## src/sv/rda_pkg.sv

```systemverilog
// Shared widths, constants, command/status types and helpers of the rotary detent accumulator.
package rda_pkg;

  localparam int SENSOR_COUNT = 4;
  localparam int LAYER_COUNT  = 8;
  localparam int SLOTS        = SENSOR_COUNT * LAYER_COUNT;
  localparam int SLOT_W       = (SLOTS > 1) ? $clog2(SLOTS) : 1;

  // field widths
  localparam int SENSOR_W = 2;
  localparam int LAYER_W  = 3;
  localparam int DEG_W    = 16;
  localparam int MICRO_W  = 21;
  localparam int TRIG_W   = 21;
  localparam int TPR_W    = 9;

  // bus widths
  localparam int IN_TDATA_W  = 40;
  localparam int IN_TUSER_W  = SENSOR_W + LAYER_W;
  localparam int OUT_TDATA_W = 24;

  // stored remainder entry: {degrees, micro}
  localparam int REM_DEG_W   = 10;
  localparam int REM_MICRO_W = 21;
  localparam int ENTRY_W     = REM_DEG_W + REM_MICRO_W;

  // working sums
  localparam int SUM_DEG_W   = 18;
  localparam int SUM_MICRO_W = 22;

  // shared divider
  localparam int DVD_W      = 17;
  localparam int DVS_W      = 9;
  localparam int CNT_W      = 5;
  localparam int STEP_ITERS = TPR_W;
  localparam int RD_ITERS   = DVD_W;

  localparam int MICRO_PER_DEG = 1000000;
  localparam int FULL_TURN     = 360;
  localparam int TRIG_LIMIT    = 999999;
  localparam int TPR_RESET     = 20;
  localparam int STEP_RESET    = FULL_TURN / TPR_RESET;

  typedef struct packed {
    logic capture;
    logic cfg_load;
    logic step_load;
    logic read;
    logic add;
    logic carry;
    logic write;
    logic out_load;
  } dp_cmd_t;

  typedef struct packed {
    logic direct;    // incoming beat needs no remainder update
    logic div_done;
    logic out_free;
  } dp_sts_t;

  function automatic logic signed [TRIG_W-1:0] sat_trig(input logic signed [SUM_MICRO_W-1:0] v);
    logic signed [TRIG_W-1:0] r;
    if (v > TRIG_LIMIT) begin
      r = TRIG_W'(TRIG_LIMIT);
    end else if (v < -TRIG_LIMIT) begin
      r = TRIG_W'(-TRIG_LIMIT);
    end else begin
      r = v[TRIG_W-1:0];
    end
    return r;
  endfunction

endpackage

```

## src/sv/rotary_detent_accumulator_unit.sv

```systemverilog
// Rotary detent accumulator top level: stream ports, controller and datapath.
// Flow: a rotation beat passes the read, add, carry, divide and write states before its result
//   is loaded; a legacy tick beat or one for an unknown sensor/layer is loaded directly.
// Beats: one in flight at a time, divided on the 17-step shared radix-2 divider;
//   a new beat is taken only once the last result is in the output register.
// Config write: the step size is recomputed on the same divider, both channels held off.
// Reset: async active low; remainders read as zero, detents per turn back to 20.
module rotary_detent_accumulator_unit (
  input  logic        clk_i,
  input  logic        rst_ni,
  // input beat
  input  logic        s_axis_tvalid_i,
  output logic        s_axis_tready_o,
  input  logic [39:0] s_axis_tdata_i,   // [15:0] degrees, [36:16] micro_degrees, rest zero
  input  logic [4:0]  s_axis_tuser_i,   // [1:0] sensor_id, [4:2] layer
  // result beat
  output logic        m_axis_tvalid_o,
  input  logic        m_axis_tready_i,
  output logic [23:0] m_axis_tdata_o,   // [20:0] trigger_count, rest zero
  // detents-per-turn register write
  input  logic        cfg_valid_i,
  output logic        cfg_ready_o,
  input  logic [8:0]  cfg_data_i
);

  rda_pkg::dp_cmd_t cmd;
  rda_pkg::dp_sts_t sts;

  // controller: one beat in flight, ready only when idle
  rda_ctrl u_ctrl (
    .clk_i       (clk_i),
    .rst_ni      (rst_ni),
    .s_tvalid_i  (s_axis_tvalid_i),
    .s_tready_o  (s_axis_tready_o),
    .cfg_valid_i (cfg_valid_i),
    .cfg_ready_o (cfg_ready_o),
    .sts_i       (sts),
    .cmd_o       (cmd)
  );

  // datapath: remainder RAM, carry, divider and the output register that
  // lets a new beat come in while a result still waits downstream
  rda_dp u_dp (
    .clk_i      (clk_i),
    .rst_ni     (rst_ni),
    .cmd_i      (cmd),
    .sts_o      (sts),
    .s_tdata_i  (s_axis_tdata_i),
    .s_tuser_i  (s_axis_tuser_i),
    .cfg_data_i (cfg_data_i),
    .m_tready_i (m_axis_tready_i),
    .m_tvalid_o (m_axis_tvalid_o),
    .m_tdata_o  (m_axis_tdata_o)
  );

  // a config write and an input beat never land together
  assert property (@(posedge clk_i) disable iff (!rst_ni)
    !(s_axis_tvalid_i && s_axis_tready_o && cfg_valid_i && cfg_ready_o))
    else $error("input beat and config write accepted together");

  // in the cycle after an input beat neither channel is ready
  assert property (@(posedge clk_i) disable iff (!rst_ni)
    (s_axis_tvalid_i && s_axis_tready_o) |=> (!s_axis_tready_o && !cfg_ready_o))
    else $error("ready stayed high after input beat");

  // a config write holds off both channels while the step size is rebuilt
  assert property (@(posedge clk_i) disable iff (!rst_ni)
    (cfg_valid_i && cfg_ready_o) |=> (!s_axis_tready_o && !cfg_ready_o))
    else $error("ready high during step computation");

  // in-range legacy tick passes straight through when the output is empty
  assert property (@(posedge clk_i) disable iff (!rst_ni)
    (s_axis_tvalid_i && s_axis_tready_o && !m_axis_tvalid_o &&
     (s_axis_tdata_i[15:0] == 16'd0) &&
     ($signed(s_axis_tdata_i[36:16]) <= 999999) &&
     ($signed(s_axis_tdata_i[36:16]) >= -999999))
    |-> ##2 (m_axis_tvalid_o && (m_axis_tdata_o[20:0] == $past(s_axis_tdata_i[36:16], 2))))
    else $error("legacy tick result wrong or late");

endmodule

```

## src/sv/rda_ram.sv

```systemverilog
// Generic single-write, single-read RAM with registered read data.
module rda_ram #(
  parameter int WIDTH = 8,
  parameter int DEPTH = 32
) (
  input  logic                                   clk_i,
  input  logic                                   we_i,
  input  logic [((DEPTH > 1) ? $clog2(DEPTH) : 1)-1:0] waddr_i,
  input  logic [WIDTH-1:0]                       wdata_i,
  input  logic                                   re_i,
  input  logic [((DEPTH > 1) ? $clog2(DEPTH) : 1)-1:0] raddr_i,
  output logic [WIDTH-1:0]                       rdata_o
);

  logic [WIDTH-1:0] mem_q [DEPTH];
  logic [WIDTH-1:0] rdata_q;

  always_ff @(posedge clk_i) begin
    if (we_i) begin
      mem_q[waddr_i] <= wdata_i;
    end
    if (re_i) begin
      rdata_q <= mem_q[raddr_i];
    end
  end

  assign rdata_o = rdata_q;

endmodule

```

## src/sv/rda_div.sv

```systemverilog
// Restoring radix-2 divider, one quotient bit per cycle, unsigned operands.
module rda_div (
  input  logic                        clk_i,
  input  logic                        rst_ni,
  input  logic                        start_i,
  input  logic [rda_pkg::DVD_W-1:0]   dividend_i,
  input  logic [rda_pkg::DVS_W-1:0]   divisor_i,
  input  logic [rda_pkg::CNT_W-1:0]   iters_i,
  output logic                        done_o,
  output logic [rda_pkg::DVD_W-1:0]   quotient_o,
  output logic [rda_pkg::DVS_W-1:0]   remainder_o
);

  logic [rda_pkg::DVS_W:0]   rem_q, rem_d;
  logic [rda_pkg::DVD_W-1:0] quo_q, quo_d;
  logic [rda_pkg::DVD_W-1:0] dvd_q, dvd_d;
  logic [rda_pkg::DVS_W-1:0] dvs_q, dvs_d;
  logic [rda_pkg::CNT_W-1:0] cnt_q, cnt_d;
  logic                      done_q, done_d;
  logic [rda_pkg::DVS_W:0]   trial;

  // remainder stays below the divisor, so its top bit is always clear
  assign trial = {rem_q[rda_pkg::DVS_W-1:0], dvd_q[rda_pkg::DVD_W-1]};

  always_comb begin
    rem_d  = rem_q;
    quo_d  = quo_q;
    dvd_d  = dvd_q;
    dvs_d  = dvs_q;
    cnt_d  = cnt_q;
    done_d = 1'b0;
    if (start_i) begin
      rem_d = '0;
      quo_d = '0;
      dvd_d = dividend_i;
      dvs_d = divisor_i;
      cnt_d = iters_i;
    end else if (cnt_q != '0) begin
      if (trial >= {1'b0, dvs_q}) begin
        rem_d = trial - {1'b0, dvs_q};
        quo_d = {quo_q[rda_pkg::DVD_W-2:0], 1'b1};
      end else begin
        rem_d = trial;
        quo_d = {quo_q[rda_pkg::DVD_W-2:0], 1'b0};
      end
      dvd_d  = {dvd_q[rda_pkg::DVD_W-2:0], 1'b0};
      cnt_d  = cnt_q - 1'b1;
      done_d = (cnt_q == rda_pkg::CNT_W'(1));
    end
  end

  always_ff @(posedge clk_i or negedge rst_ni) begin
    if (!rst_ni) begin
      cnt_q  <= '0;
      done_q <= 1'b0;
    end else begin
      cnt_q  <= cnt_d;
      done_q <= done_d;
    end
  end

  always_ff @(posedge clk_i) begin
    rem_q <= rem_d;
    quo_q <= quo_d;
    dvd_q <= dvd_d;
    dvs_q <= dvs_d;
  end

  assign done_o      = done_q;
  assign quotient_o  = quo_q;
  assign remainder_o = rem_q[rda_pkg::DVS_W-1:0];

endmodule

```

## src/sv/rda_dp.sv

```systemverilog
// Datapath: input capture, remainder store, carry, shared divider and output register.
module rda_dp (
  input  logic                             clk_i,
  input  logic                             rst_ni,
  input  rda_pkg::dp_cmd_t                 cmd_i,
  output rda_pkg::dp_sts_t                 sts_o,
  input  logic [rda_pkg::IN_TDATA_W-1:0]   s_tdata_i,
  input  logic [rda_pkg::IN_TUSER_W-1:0]   s_tuser_i,
  input  logic [rda_pkg::TPR_W-1:0]        cfg_data_i,
  input  logic                             m_tready_i,
  output logic                             m_tvalid_o,
  output logic [rda_pkg::OUT_TDATA_W-1:0]  m_tdata_o
);

  localparam logic signed [rda_pkg::SUM_MICRO_W-1:0] ONE_MEG =
    rda_pkg::SUM_MICRO_W'(rda_pkg::MICRO_PER_DEG);
  localparam logic signed [rda_pkg::SUM_MICRO_W-1:0] TWO_MEG =
    rda_pkg::SUM_MICRO_W'(2 * rda_pkg::MICRO_PER_DEG);
  localparam logic [rda_pkg::DVD_W-1:0] STEP_DVD =
    rda_pkg::DVD_W'(rda_pkg::FULL_TURN) << (rda_pkg::DVD_W - rda_pkg::TPR_W);

  // input fields
  logic [rda_pkg::SENSOR_W-1:0]       in_sensor;
  logic [rda_pkg::LAYER_W-1:0]        in_layer;
  logic signed [rda_pkg::DEG_W-1:0]   in_deg;
  logic signed [rda_pkg::MICRO_W-1:0] in_micro;
  logic                               in_slot_ok;
  logic [rda_pkg::SLOT_W-1:0]         in_slot;

  assign in_sensor = s_tuser_i[rda_pkg::SENSOR_W-1:0];
  assign in_layer  = s_tuser_i[rda_pkg::IN_TUSER_W-1:rda_pkg::SENSOR_W];
  assign in_deg    = s_tdata_i[rda_pkg::DEG_W-1:0];
  assign in_micro  = s_tdata_i[rda_pkg::DEG_W+rda_pkg::MICRO_W-1:rda_pkg::DEG_W];

  assign in_slot_ok = (32'(in_sensor) < rda_pkg::SENSOR_COUNT) &&
                      (32'(in_layer) < rda_pkg::LAYER_COUNT);
  assign in_slot    = rda_pkg::SLOT_W'(32'(in_sensor) * rda_pkg::LAYER_COUNT + 32'(in_layer));

  // registers
  logic signed [rda_pkg::DEG_W-1:0]       deg_q;
  logic signed [rda_pkg::MICRO_W-1:0]     micro_q;
  logic [rda_pkg::SLOT_W-1:0]             slot_q;
  logic signed [rda_pkg::TRIG_W-1:0]      res_q;
  logic [rda_pkg::DVS_W-1:0]              step_q;
  logic [rda_pkg::SLOTS-1:0]              vld_q;
  logic                                   vld_rd_q;
  logic signed [rda_pkg::SUM_DEG_W-1:0]   rd_sum_q;
  logic signed [rda_pkg::SUM_MICRO_W-1:0] rm_sum_q;
  logic signed [rda_pkg::REM_MICRO_W-1:0] rm_fix_q;
  logic                                   neg_q;
  logic                                   out_valid_q;
  logic signed [rda_pkg::TRIG_W-1:0]      out_data_q;

  // remainder store
  logic [rda_pkg::ENTRY_W-1:0]            rdata;
  logic [rda_pkg::ENTRY_W-1:0]            wdata;
  logic signed [rda_pkg::REM_DEG_W-1:0]   old_deg;
  logic signed [rda_pkg::REM_MICRO_W-1:0] old_micro;

  rda_ram #(
    .WIDTH (rda_pkg::ENTRY_W),
    .DEPTH (rda_pkg::SLOTS)
  ) u_rem_ram (
    .clk_i   (clk_i),
    .we_i    (cmd_i.write),
    .waddr_i (slot_q),
    .wdata_i (wdata),
    .re_i    (cmd_i.read),
    .raddr_i (slot_q),
    .rdata_o (rdata)
  );

  // never-written entries read as zero
  assign old_deg   = vld_rd_q ? rdata[rda_pkg::ENTRY_W-1:rda_pkg::REM_MICRO_W] : '0;
  assign old_micro = vld_rd_q ? rdata[rda_pkg::REM_MICRO_W-1:0] : '0;

  // micro carry: the sum stays below three million in magnitude
  logic signed [rda_pkg::SUM_DEG_W-1:0]   carry;
  logic signed [rda_pkg::SUM_MICRO_W-1:0] rm_fix;
  logic signed [rda_pkg::SUM_DEG_W-1:0]   rd_fix;
  logic [rda_pkg::SUM_DEG_W-1:0]          rd_mag;

  always_comb begin
    if (rm_sum_q >= TWO_MEG) begin
      carry  = rda_pkg::SUM_DEG_W'(2);
      rm_fix = rm_sum_q - TWO_MEG;
    end else if (rm_sum_q >= ONE_MEG) begin
      carry  = rda_pkg::SUM_DEG_W'(1);
      rm_fix = rm_sum_q - ONE_MEG;
    end else if (rm_sum_q <= -TWO_MEG) begin
      carry  = rda_pkg::SUM_DEG_W'(-2);
      rm_fix = rm_sum_q + TWO_MEG;
    end else if (rm_sum_q <= -ONE_MEG) begin
      carry  = rda_pkg::SUM_DEG_W'(-1);
      rm_fix = rm_sum_q + ONE_MEG;
    end else begin
      carry  = '0;
      rm_fix = rm_sum_q;
    end
    rd_fix = rd_sum_q + carry;
    rd_mag = rd_fix[rda_pkg::SUM_DEG_W-1] ? -rd_fix : rd_fix;
  end

  // step size from the configured detent count, clamped to 1..360
  logic [rda_pkg::TPR_W-1:0] tpr_clamped;

  always_comb begin
    if (cfg_data_i == '0) begin
      tpr_clamped = rda_pkg::TPR_W'(1);
    end else if (cfg_data_i > rda_pkg::TPR_W'(rda_pkg::FULL_TURN)) begin
      tpr_clamped = rda_pkg::TPR_W'(rda_pkg::FULL_TURN);
    end else begin
      tpr_clamped = cfg_data_i;
    end
  end

  // shared divider
  logic                      div_start;
  logic [rda_pkg::DVD_W-1:0] div_dvd;
  logic [rda_pkg::DVS_W-1:0] div_dvs;
  logic [rda_pkg::CNT_W-1:0] div_iters;
  logic                      div_done;
  logic [rda_pkg::DVD_W-1:0] div_quo;
  logic [rda_pkg::DVS_W-1:0] div_rem;

  assign div_start = cmd_i.cfg_load | cmd_i.carry;
  assign div_dvd   = cmd_i.carry ? rd_mag[rda_pkg::DVD_W-1:0] : STEP_DVD;
  assign div_dvs   = cmd_i.carry ? step_q : tpr_clamped;
  assign div_iters = cmd_i.carry ? rda_pkg::CNT_W'(rda_pkg::RD_ITERS)
                                 : rda_pkg::CNT_W'(rda_pkg::STEP_ITERS);

  rda_div u_div (
    .clk_i       (clk_i),
    .rst_ni      (rst_ni),
    .start_i     (div_start),
    .dividend_i  (div_dvd),
    .divisor_i   (div_dvs),
    .iters_i     (div_iters),
    .done_o      (div_done),
    .quotient_o  (div_quo),
    .remainder_o (div_rem)
  );

  // signed quotient and remainder, truncated towards zero
  logic signed [rda_pkg::SUM_MICRO_W-1:0] quo_ext;
  logic signed [rda_pkg::SUM_MICRO_W-1:0] trig_full;
  logic signed [rda_pkg::REM_DEG_W-1:0]   rem_ext;
  logic signed [rda_pkg::REM_DEG_W-1:0]   rem_deg;
  logic signed [rda_pkg::SUM_MICRO_W-1:0] legacy_ext;

  assign quo_ext    = rda_pkg::SUM_MICRO_W'(div_quo);
  assign trig_full  = neg_q ? -quo_ext : quo_ext;
  assign rem_ext    = rda_pkg::REM_DEG_W'(div_rem);
  assign rem_deg    = neg_q ? -rem_ext : rem_ext;
  assign wdata      = {rem_deg, rm_fix_q};
  assign legacy_ext = rda_pkg::SUM_MICRO_W'(in_micro);

  always_ff @(posedge clk_i or negedge rst_ni) begin
    if (!rst_ni) begin
      step_q      <= rda_pkg::DVS_W'(rda_pkg::STEP_RESET);
      vld_q       <= '0;
      out_valid_q <= 1'b0;
    end else begin
      if (cmd_i.step_load) begin
        step_q <= div_quo[rda_pkg::DVS_W-1:0];
      end
      if (cmd_i.write) begin
        vld_q[slot_q] <= 1'b1;
      end
      if (cmd_i.out_load) begin
        out_valid_q <= 1'b1;
      end else if (m_tready_i) begin
        out_valid_q <= 1'b0;
      end
    end
  end

  always_ff @(posedge clk_i) begin
    if (cmd_i.capture) begin
      deg_q   <= in_deg;
      micro_q <= in_micro;
      slot_q  <= in_slot;
      // legacy ticks pass straight through; an unknown slot gives zero
      res_q   <= (in_deg == '0) ? rda_pkg::sat_trig(legacy_ext) : '0;
    end
    if (cmd_i.read) begin
      vld_rd_q <= vld_q[slot_q];
    end
    if (cmd_i.add) begin
      rd_sum_q <= rda_pkg::SUM_DEG_W'(old_deg) + rda_pkg::SUM_DEG_W'(deg_q);
      rm_sum_q <= rda_pkg::SUM_MICRO_W'(old_micro) + rda_pkg::SUM_MICRO_W'(micro_q);
    end
    if (cmd_i.carry) begin
      neg_q    <= rd_fix[rda_pkg::SUM_DEG_W-1];
      rm_fix_q <= rm_fix[rda_pkg::REM_MICRO_W-1:0];
    end
    if (cmd_i.write) begin
      res_q <= rda_pkg::sat_trig(trig_full);
    end
    if (cmd_i.out_load) begin
      out_data_q <= res_q;
    end
  end

  assign sts_o.direct   = (in_deg == '0) || !in_slot_ok;
  assign sts_o.div_done = div_done;
  assign sts_o.out_free = !out_valid_q || m_tready_i;

  assign m_tvalid_o = out_valid_q;
  assign m_tdata_o  = {{(rda_pkg::OUT_TDATA_W - rda_pkg::TRIG_W){1'b0}}, out_data_q};

endmodule

```

## src/sv/rda_ctrl.sv

```systemverilog
// Controller: sequences config step computation and the per-beat accumulate and divide.
module rda_ctrl (
  input  logic             clk_i,
  input  logic             rst_ni,
  input  logic             s_tvalid_i,
  output logic             s_tready_o,
  input  logic             cfg_valid_i,
  output logic             cfg_ready_o,
  input  rda_pkg::dp_sts_t sts_i,
  output rda_pkg::dp_cmd_t cmd_o
);

  typedef enum logic [7:0] {
    S_IDLE  = 8'b0000_0001,
    S_STEP  = 8'b0000_0010,
    S_READ  = 8'b0000_0100,
    S_ADD   = 8'b0000_1000,
    S_CARRY = 8'b0001_0000,
    S_DIV   = 8'b0010_0000,
    S_WRITE = 8'b0100_0000,
    S_DONE  = 8'b1000_0000
  } state_e;

  state_e state_q, state_d;

  always_comb begin
    state_d     = state_q;
    cmd_o       = '0;
    s_tready_o  = 1'b0;
    cfg_ready_o = 1'b0;
    unique case (state_q)
      S_IDLE: begin
        cfg_ready_o = 1'b1;
        s_tready_o  = !cfg_valid_i;
        if (cfg_valid_i) begin
          cmd_o.cfg_load = 1'b1;
          state_d        = S_STEP;
        end else if (s_tvalid_i) begin
          cmd_o.capture = 1'b1;
          state_d       = sts_i.direct ? S_DONE : S_READ;
        end
      end
      S_STEP: begin
        if (sts_i.div_done) begin
          cmd_o.step_load = 1'b1;
          state_d         = S_IDLE;
        end
      end
      S_READ: begin
        cmd_o.read = 1'b1;
        state_d    = S_ADD;
      end
      S_ADD: begin
        cmd_o.add = 1'b1;
        state_d   = S_CARRY;
      end
      S_CARRY: begin
        cmd_o.carry = 1'b1;
        state_d     = S_DIV;
      end
      S_DIV: begin
        if (sts_i.div_done) begin
          state_d = S_WRITE;
        end
      end
      S_WRITE: begin
        cmd_o.write = 1'b1;
        state_d     = S_DONE;
      end
      S_DONE: begin
        if (sts_i.out_free) begin
          cmd_o.out_load = 1'b1;
          state_d        = S_IDLE;
        end
      end
      default: begin
        state_d = S_IDLE;
      end
    endcase
  end

  always_ff @(posedge clk_i or negedge rst_ni) begin
    if (!rst_ni) begin
      state_q <= S_IDLE;
    end else begin
      state_q <= state_d;
    end
  end

endmodule
```

## config.mk

```make
export PLATFORM = sky130hd
export DESIGN_NAME = rotary_detent_accumulator_unit
export DESIGN_NICKNAME = d
export VERILOG_FILES = /design/src/sv/rda_pkg.sv /design/src/sv/rotary_detent_accumulator_unit.sv /design/src/sv/rda_ram.sv /design/src/sv/rda_div.sv /design/src/sv/rda_dp.sv /design/src/sv/rda_ctrl.sv
export SDC_FILE = /design/constraint.sdc
export NUM_CORES = 2
export LEC_CHECK = 0
export ABC_AREA = 1
export BUFFER_PORTS_ARGS = -buffer_cell sky130_fd_sc_hd__buf_2
export CORE_ASPECT_RATIO = 1.5
export CORE_UTILIZATION = 55
export CTS_BUF_LIST = sky130_fd_sc_hd__clkbuf_4 sky130_fd_sc_hd__clkbuf_8
export DETAILED_ROUTE_END_ITERATION = 8
export PLACE_DENSITY = 0.69
export SKIP_LAST_GASP = 1
export SYNTH_ARGS = -nofsm -noshare
export SYNTH_HDL_FRONTEND = slang
export SYNTH_HIERARCHICAL = 1
export SYNTH_SLANG_ARGS = --single-unit
```

## constraint.sdc

```tcl
create_clock -name clk_i -period 5.6 [get_ports clk_i]
set_clock_uncertainty 0.05 [all_clocks]
set_input_delay 0 -clock clk_i [delete_from_list [all_inputs] [get_ports clk_i]]
set_output_delay 0 -clock clk_i [all_outputs]
set_load 0.005 [all_outputs]
```

# --- Word level (Yosys, flattened, before mapping) ---
# Memory sizes are Yosys's and may differ from the RTL's. A register that Yosys moved wholly into a read port is not among the register bits.
# Cells that the tools add are included.
word_totals:
  reg_bits: 255
  ramBits: 992
  inputBits: 59
  out_inout_bits: 27
  memories: 1
memory_table:
  columns: ["name", "depth", "width", "read_ports", "rd_ports_with_merged_regs", "wr", "line_no", "rtl"]
  rows:
  - ["u_dp.u_rem_ram.mem_q", 32, 31, 1, 1, 1, "rda_ram.sv:15", "logic [WIDTH-1:0] mem_q [DEPTH];"]
classes:
  addsub: 13
  order_cmp: 12
  n_eq_ne: 13
  mux: 62
  bitwise_logic: 2
  n_reduce_logical: 11
op_table:
  columns: ["cell", "count"]
  rows:
  - ["$mux W21", 12]
  - ["$mux W18", 4]
  - ["$mux W17", 4]
  - ["$pmux W8 S8", 1]
  - ["$mux W8", 6]
  - ["$mux W9", 4]
  - ["$or A32 B32 Y32", 1]
  - ["$add A21 B21 Y22", 1]
  - ["$ge A22 B21 Y1 const B", 1]
  - ["$ge A22 B22 Y1 const B", 1]
  - ["$gt A22 B21 Y1 const B", 1]
  - ["$le A22 B21 Y1 const B", 1]
  - ["$le A22 B22 Y1 const B", 1]
  - ["$lt A22 B21 Y1 const B", 1]
  - ["$mux W1", 22]
  - ["$mux W22", 1]
  - ["$neg A17 Y22", 1]
  - ["$add A21 B18 Y21 const B", 1]
  - ["$add A21 B21 Y21 const B", 1]
  - ["$gt A21 B21 Y1 const B", 1]
  - ["$lt A21 B21 Y1 const B", 1]
  - ["$sub A21 B18 Y21 const B", 1]
  - ["$sub A21 B21 Y21 const B", 1]
  - ["$mux W10", 2]
  - ["other kinds (36)", 42]

# --- Logic depth before layout (Yosys ltp) ---
depth:
  depth_word: 10
  ltp_mapped: 33
  ltp_nobuf: 33

# --- Hierarchy ---
# Netlist, hierarchy kept.
by_module_without_submodules:
  columns: ["module", "n_inst", "cells_per_inst", "area_each_um2", "seq_area_each_um2"]
  rows:
  - ["rda_ram", 1, 3426, 40955.5, 30719.5]
  - ["rda_dp", 1, 1613, 12948.7, 5437.7]
  - ["rda_div", 1, 329, 2827.7, 1451.4]
  - ["rda_ctrl", 1, 85, 588.1, 201.4]

# --- Worst setup path after synthesis ---
# Ideal clock, no wire load.
synth_timing:
  path_kind: "register to register"
  from: "register u_ctrl.state_q[0]"
  to: "register u_dp/res_q[0] in the netlist's numbering (enable)"
  setup_time_ns: 0.352
  arrival_ns: 4.479
  required_ns: 5.198
  setup_slack_ns: 0.720
  path_stages_with_launch: 6
  path_buffers: 0
  path_cell_list: "dfstp_2 -> nand2_1 -> nor2_2 -> nand2_4 -> nor3_1 -> or2_2"
synth_lines:
  columns: ["element", "line_no", "rtl"]
  rows:
  - ["from (decl)", "rda_ctrl.sv:24", "state_e state_q, state_d;"]
  - ["from (signal assigned)", "rda_ctrl.sv:86", "state_q <= state_d;"]
  - ["to (signal assigned)", "rda_dp.sv:184", "res_q <= (in_deg == '0) ? rda_pkg::sat_trig(legacy_ext) : '0;"]
  - ["to (signal assigned)", "rda_dp.sv:198", "res_q <= rda_pkg::sat_trig(trig_full);"]
  - ["to (decl)", "rda_dp.sv:43", "logic signed [rda_pkg::TRIG_W-1:0] res_q;"]

# --- Final worst setup path ---
layout_timing:
  from: "register u_dp/rm_sum_q[7] in the netlist's numbering"
  to: "register u_dp/u_div/dvd_q[16] in the netlist's numbering (data pin)"
layout_between:
  elab_chain_cells: 10
layout_rtl:
  columns: ["element", "line_no", "rtl"]
  rows:
  - ["from (decl)", "rda_dp.sv:48", "logic signed [rda_pkg::SUM_MICRO_W-1:0] rm_sum_q;"]
  - ["from (signal assigned)", "rda_dp.sv:191", "rm_sum_q <= rda_pkg::SUM_MICRO_W'(old_micro) + rda_pkg::SUM_MICRO_W'(micro_q);"]
  - ["$le A22 B21 Y1", "rda_dp.sv:93", "end else if (rm_sum_q <= -ONE_MEG) begin"]
  - ["$mux W18", "rda_dp.sv:93", null]
  - ["$mux W18", "rda_dp.sv:90", "end else if (rm_sum_q <= -TWO_MEG) begin"]
  - ["$mux W18", "rda_dp.sv:87", "end else if (rm_sum_q >= ONE_MEG) begin"]
  - ["$mux W18 *", "rda_dp.sv:84", "if (rm_sum_q >= TWO_MEG) begin"]
  - ["$add A18 B18 Y18 *", "rda_dp.sv:100", "rd_fix = rd_sum_q + carry;"]
  - ["$neg A17 Y17", "rda_dp.sv:101", "rd_mag = rd_fix[rda_pkg::SUM_DEG_W-1] ? -rd_fix : rd_fix;"]
  - ["$mux W17 *", "rda_dp.sv:101", null]
  - ["$mux W17 *", "rda_dp.sv:127", "assign div_dvd = cmd_i.carry ? rd_mag[rda_pkg::DVD_W-1:0] : STEP_DVD;"]
  - ["net u_dp.div_dvd, one bit", "rda_dp.sv:119", "logic [rda_pkg::DVD_W-1:0] div_dvd;"]
  - ["$mux W17 *", "rda_div.sv:32", "if (start_i) begin"]
  - ["net u_dp.u_div.dvd_d, one bit", "rda_div.sv:16", "logic [rda_pkg::DVD_W-1:0] dvd_q, dvd_d;"]
  - ["to (signal assigned)", "rda_div.sv:65", "dvd_q <= dvd_d;"]
  - ["to (decl)", "rda_div.sv:16", null]
# The timed path passes the listed nets; every way through them passes the cells marked *.
# A chain may end at the register's enable or synchronous reset.

==> results.sh <==
export IMPL_syn_avg_cell_area_um2=10.5
export IMPL_final_core_util_pct=62.1
export IMPL_drv_cap=0
export IMPL_synth_mux_area_share_pct=0.0349
export IMPL_r2r_cells=30
export IMPL_switchingPower_mw=6.92
export IMPL_worstSetupStartpoint="u_dp/rm_sum_q[7]$_DFFE_PP_"
export IMPL_fp_coreArea_mm2=0.103
export IMPL_whs_ps=137
export IMPL_post_cts_buffers=0
export IMPL_synth_seq_cells=1277
export IMPL_grt_remaining_overflow=0
export IMPL_drive_gt1_share_pct=9.92
export IMPL_cts_path_max_buffers=3
export IMPL_cts_resized_gates=0
export IMPL_hold_violations=0
export IMPL_die_w_um=266
export IMPL_dp_hpwl_mm=89.9
export IMPL_synth_fa_ha_area_share_pct=1.82
export IMPL_timing_rr_start="u_dp/rm_sum_q[7]$_DFFE_PP_"
export IMPL_n_fill_cell=8289
export IMPL_setup_violations_final=0
export IMPL_fin_nets=5806
export IMPL_period_needed_ps=4900
export IMPL_end_kind="flip-flop"
export IMPL_clk_latency_ps=870
export IMPL_grt_first_pass_wirelength_mm=229
export IMPL_critical_path_max_stage_delay_ps=520
export IMPL_ys_async_sr_fraction_pct=4.39
export IMPL_synth_warnings=6
export IMPL_critical_path_most_common_cell="nand2_1"
export IMPL_total_leakage_power_nw=25.0
export IMPL_cp_slowest_cell="edfxtp_1"
export IMPL_critical_path_class="reg2reg"
export IMPL_htree_levels=4
export IMPL_required_ps=6170
export IMPL_ys_seq_area_share_pct=66.0
export IMPL_cp_start_kind="flip-flop"
export IMPL_drc=0
export IMPL_die_h_um=397
export IMPL_synth_xor_area_share_pct=1.54
export IMPL_cts_sinks=1277
export IMPL_pwr_share_clk_pct=31.3
export IMPL_syn_area_mm2=0.0573
export IMPL_vias=40700
export IMPL_max_slew_margin_rel_pct=21.5
export IMPL_critPathMaxFanout=19
export IMPL_cts_buffers=184
export IMPL_cts_tree="done"
export IMPL_grt_pass1_vias=39200
export IMPL_synth_ff_type="edfxtp_1"
export IMPL_grt_start_max_net_pins=199
export IMPL_r2r_slack_ps=700
export IMPL_worst_slew_pin_slew_ps=1180
export IMPL_cp_endpoint="u_dp/u_div/dvd_q[16]$_DFFE_PP_"
export IMPL_synth_top_family_by_area="simple AND/OR/NAND/NOR gates"
export IMPL_ys_types=61
export IMPL_dr_pass1_iters=6
export IMPL_antenna_found_initial=4
export IMPL_cell_internal_pwr_mw=16.2
export IMPL_switching_share_pct=29.9
export IMPL_io_pins=86
export IMPL_routedWlPerCell_um=21.1
export IMPL_hp_class="in2reg"
export IMPL_tns_ps=0
export IMPL_track_usage_pct=28.9
export IMPL_core_rowCount=144
export IMPL_drt_iter0_drc=4065
export IMPL_slew_viol_final=0
export IMPL_pwr_share_comb_pct=19.2
export IMPL_io_buffers=79
export IMPL_drt_vias_per_instance=5.65
export IMPL_synth_edf_count=1195
export IMPL_p_per_area_mw_per_mm2=362
export IMPL_finalCritPeriodShare_pct=87.6
export IMPL_areaGrowthSynthToFinish_pct=11.6
export IMPL_clockRootBuffer="clkbuf_8"
export IMPL_rsz0062_at_grt="no"
export IMPL_synth_simple_area_share_pct=22.9
export IMPL_status="complete, no violations"
export IMPL_ant_nets=0
export IMPL_rr_endpoint="u_dp/u_div/dvd_q[16]$_DFFE_PP_"
export IMPL_fmax_ghz=0.204
export IMPL_start_util_pct=55.6
export IMPL_path_clk_slew_ps=70
export IMPL_max_vdd_ir_drop_mv=0.221
export IMPL_drt_total_wl_mm=152
export IMPL_die_area_mm2=0.106
export IMPL_synth_compound_area_share_pct=3.30
export IMPL_postSynthCellCount=5453
export IMPL_pwr_share_seq_pct=49.5
export IMPL_crit_arrival_ps=5470
export IMPL_gp_congestion=0.915
worst max-delay path, delay by kind of cell, from the launching register on:
kind	cells	cell delay, ps
AND/OR/NAND/NOR	16	1880
buffers and inverters	7	880
adder cells (fa/ha/maj)	3	840
flip-flops	1	520
AO/OA/AOI/OAI	3	280
XOR/XNOR	1	210
cell usage after synthesis, drive strengths merged, types with 20 or more instances:
cell type  number  area [um2]
nor3           44         230
o22ai          23         156
nor2          194         806
a21oi          80         404
xnor2          23         201
o21ai         142         737
ha             77         963
inv           304        1150
nand4          34         213
o21bai         20         150
dfrtp          53        1330
xor2           76         681
clkbuf         52         196
nand3         859        4320
edfxtp       1195       35900
dfxtp          26         521
buf           209        1180
nand2        1945        7380
logic make-up after synthesis:
group | Yosys count
AOI/OAI and AO/OA | 321
xor gates and xnor gates | 99
DFF | 1277
other | 2
adders and majority gates | 81
buffers and inverters | 566
muxes | 2
and+or+nand+nor | 3105
power groups by stage:
stage | Clock (mW) | Sequential [mW] | Combinational, mW
global route | 7.74 | 11.5 | 4.89
detailed placement | 0 | 11.7 | 4.31
global placement | 0 | 11.7 | 4.25
floorplan | 0 | 11.6 | 3.02
finish | 7.25 | 11.5 | 4.44
CTS | 7.38 | 11.5 | 4.41
layout by cell type, fill, tap and decap left out, types with 11 or more instances in the layout:
| cell | count |
|---|---|
| nand2_1 | 1929 |
| nor4_1 | 11 |
| clkbuf_8 | 191 |
| nor2_2 | 11 |
| edfxtp_1 | 1195 |
| dfxtp_1 | 26 |
| nor3_1 | 41 |
| nand3_1 | 854 |
| xor2_1 | 69 |
| nor2_1 | 142 |
| dfrtp_1 | 53 |
| inv_2 | 16 |
| o21ai_1 | 21 |
| clkinv_2 | 22 |
| nor2_4 | 41 |
| inv_1 | 282 |
| clkbuf_4 | 58 |
| buf_4 | 78 |
| xnor2_1 | 22 |
| o21ai_0 | 115 |
| ha_1 | 77 |
| o22ai_1 | 21 |
| o21bai_1 | 20 |
| buf_2 | 79 |
| dlygate4sd3_1 | 120 |
| o221ai_1 | 12 |
| clkinv_1 | 50 |
| a21oi_1 | 79 |
| nand4_1 | 34 |
state kept, by name (all words and copies together), names as in the netlist, 5 cells and up:
name	flops
u_ctrl/state_q	8
u_dp/deg_q	16
u_dp/micro_q	21
u_dp/out_data_q	21
u_dp/rd_sum_q	17
u_dp/res_q	21
u_dp/rm_fix_q	21
u_dp/rm_sum_q	22
u_dp/slot_q	5
u_dp/step_q	9
u_dp/u_div/cnt_q	5
u_dp/u_div/dvd_q	17
u_dp/u_div/dvs_q	9
u_dp/u_div/quotient_o	17
u_dp/u_div/rem_q	9
u_dp/u_rem_ram/mem_q	992
u_dp/u_rem_ram/rdata_o	31
u_dp/vld_q	32
metrics by stage:
stage / power (mW) / cells / setup slack [ps] / cell area, um2
2_1_floorplan: 14.6 / 5457 / 720 / 57300
3_3_place_gp: 15.9 / 6747 / 792 / 59200
3_5_place_dp: 16.0 / 6747 / 744 / 59200
4_1_cts: 23.3 / 7202 / 713 / 64000
5_1_grt: 24.1 / 7204 / 224 / 64000
6_report: 23.2 / 7206 / 695 / 64000
worst min path at each step:
stage	startpoint	end	slack [ps]	cells after the start
after detailed placement	s_axis_tuser_i[2]	u_dp/slot_q[0]$_DFFE_PP_	130	1
after global placement	rst_ni	u_ctrl/state_q[7]$_DFFE_PN0P_	120	2
final	s_axis_tdata_i[28]	u_dp/res_q[12]$_DFFE_PP_	140	4
after global routing	s_axis_tdata_i[28]	u_dp/res_q[12]$_DFFE_PP_	70	4
after CTS	s_axis_tdata_i[28]	u_dp/res_q[12]$_DFFE_PP_	30	4
after floorplan	rst_ni	u_ctrl/state_q[1]$_DFFE_PN0P_	-350	0
metal layers:
layer / up-vias / share of wire [%] / routed length (um) / track usage [%]
met3: 363 / 6.4 / 9720 / 4.52
met4: 0 / 4.3 / 6610 / 13.2
met1: 19600 / 38 / 57500 / 34.4
li1: 19100 / - / - / -
met5: - / 0 / 0 / 0
met2: 1613 / 51 / 78200 / 51.2
cell type report:
cell class	count	area [um2]	share of cell area [%]
Antenna cell	4	10.0	0.0156
Sequential cell	1277	37800	59.1
Inverter	305	1170	1.83
Clock buffer	249	3060	4.79
Timing Repair Buffer	284	2320	3.63
Multi-Input combinational cell	3614	17300	27.1
Clock inverter	86	537	0.839
Tap cell	1387	1740	2.71
repair_timing:
action | in CTS | in global routing
hold endpoints to repair | 197 | 0
setup endpoints to repair | 0 | 0
hold buffers | 120 | 0
Note: power is estimated with default switching activity, not from simulation.
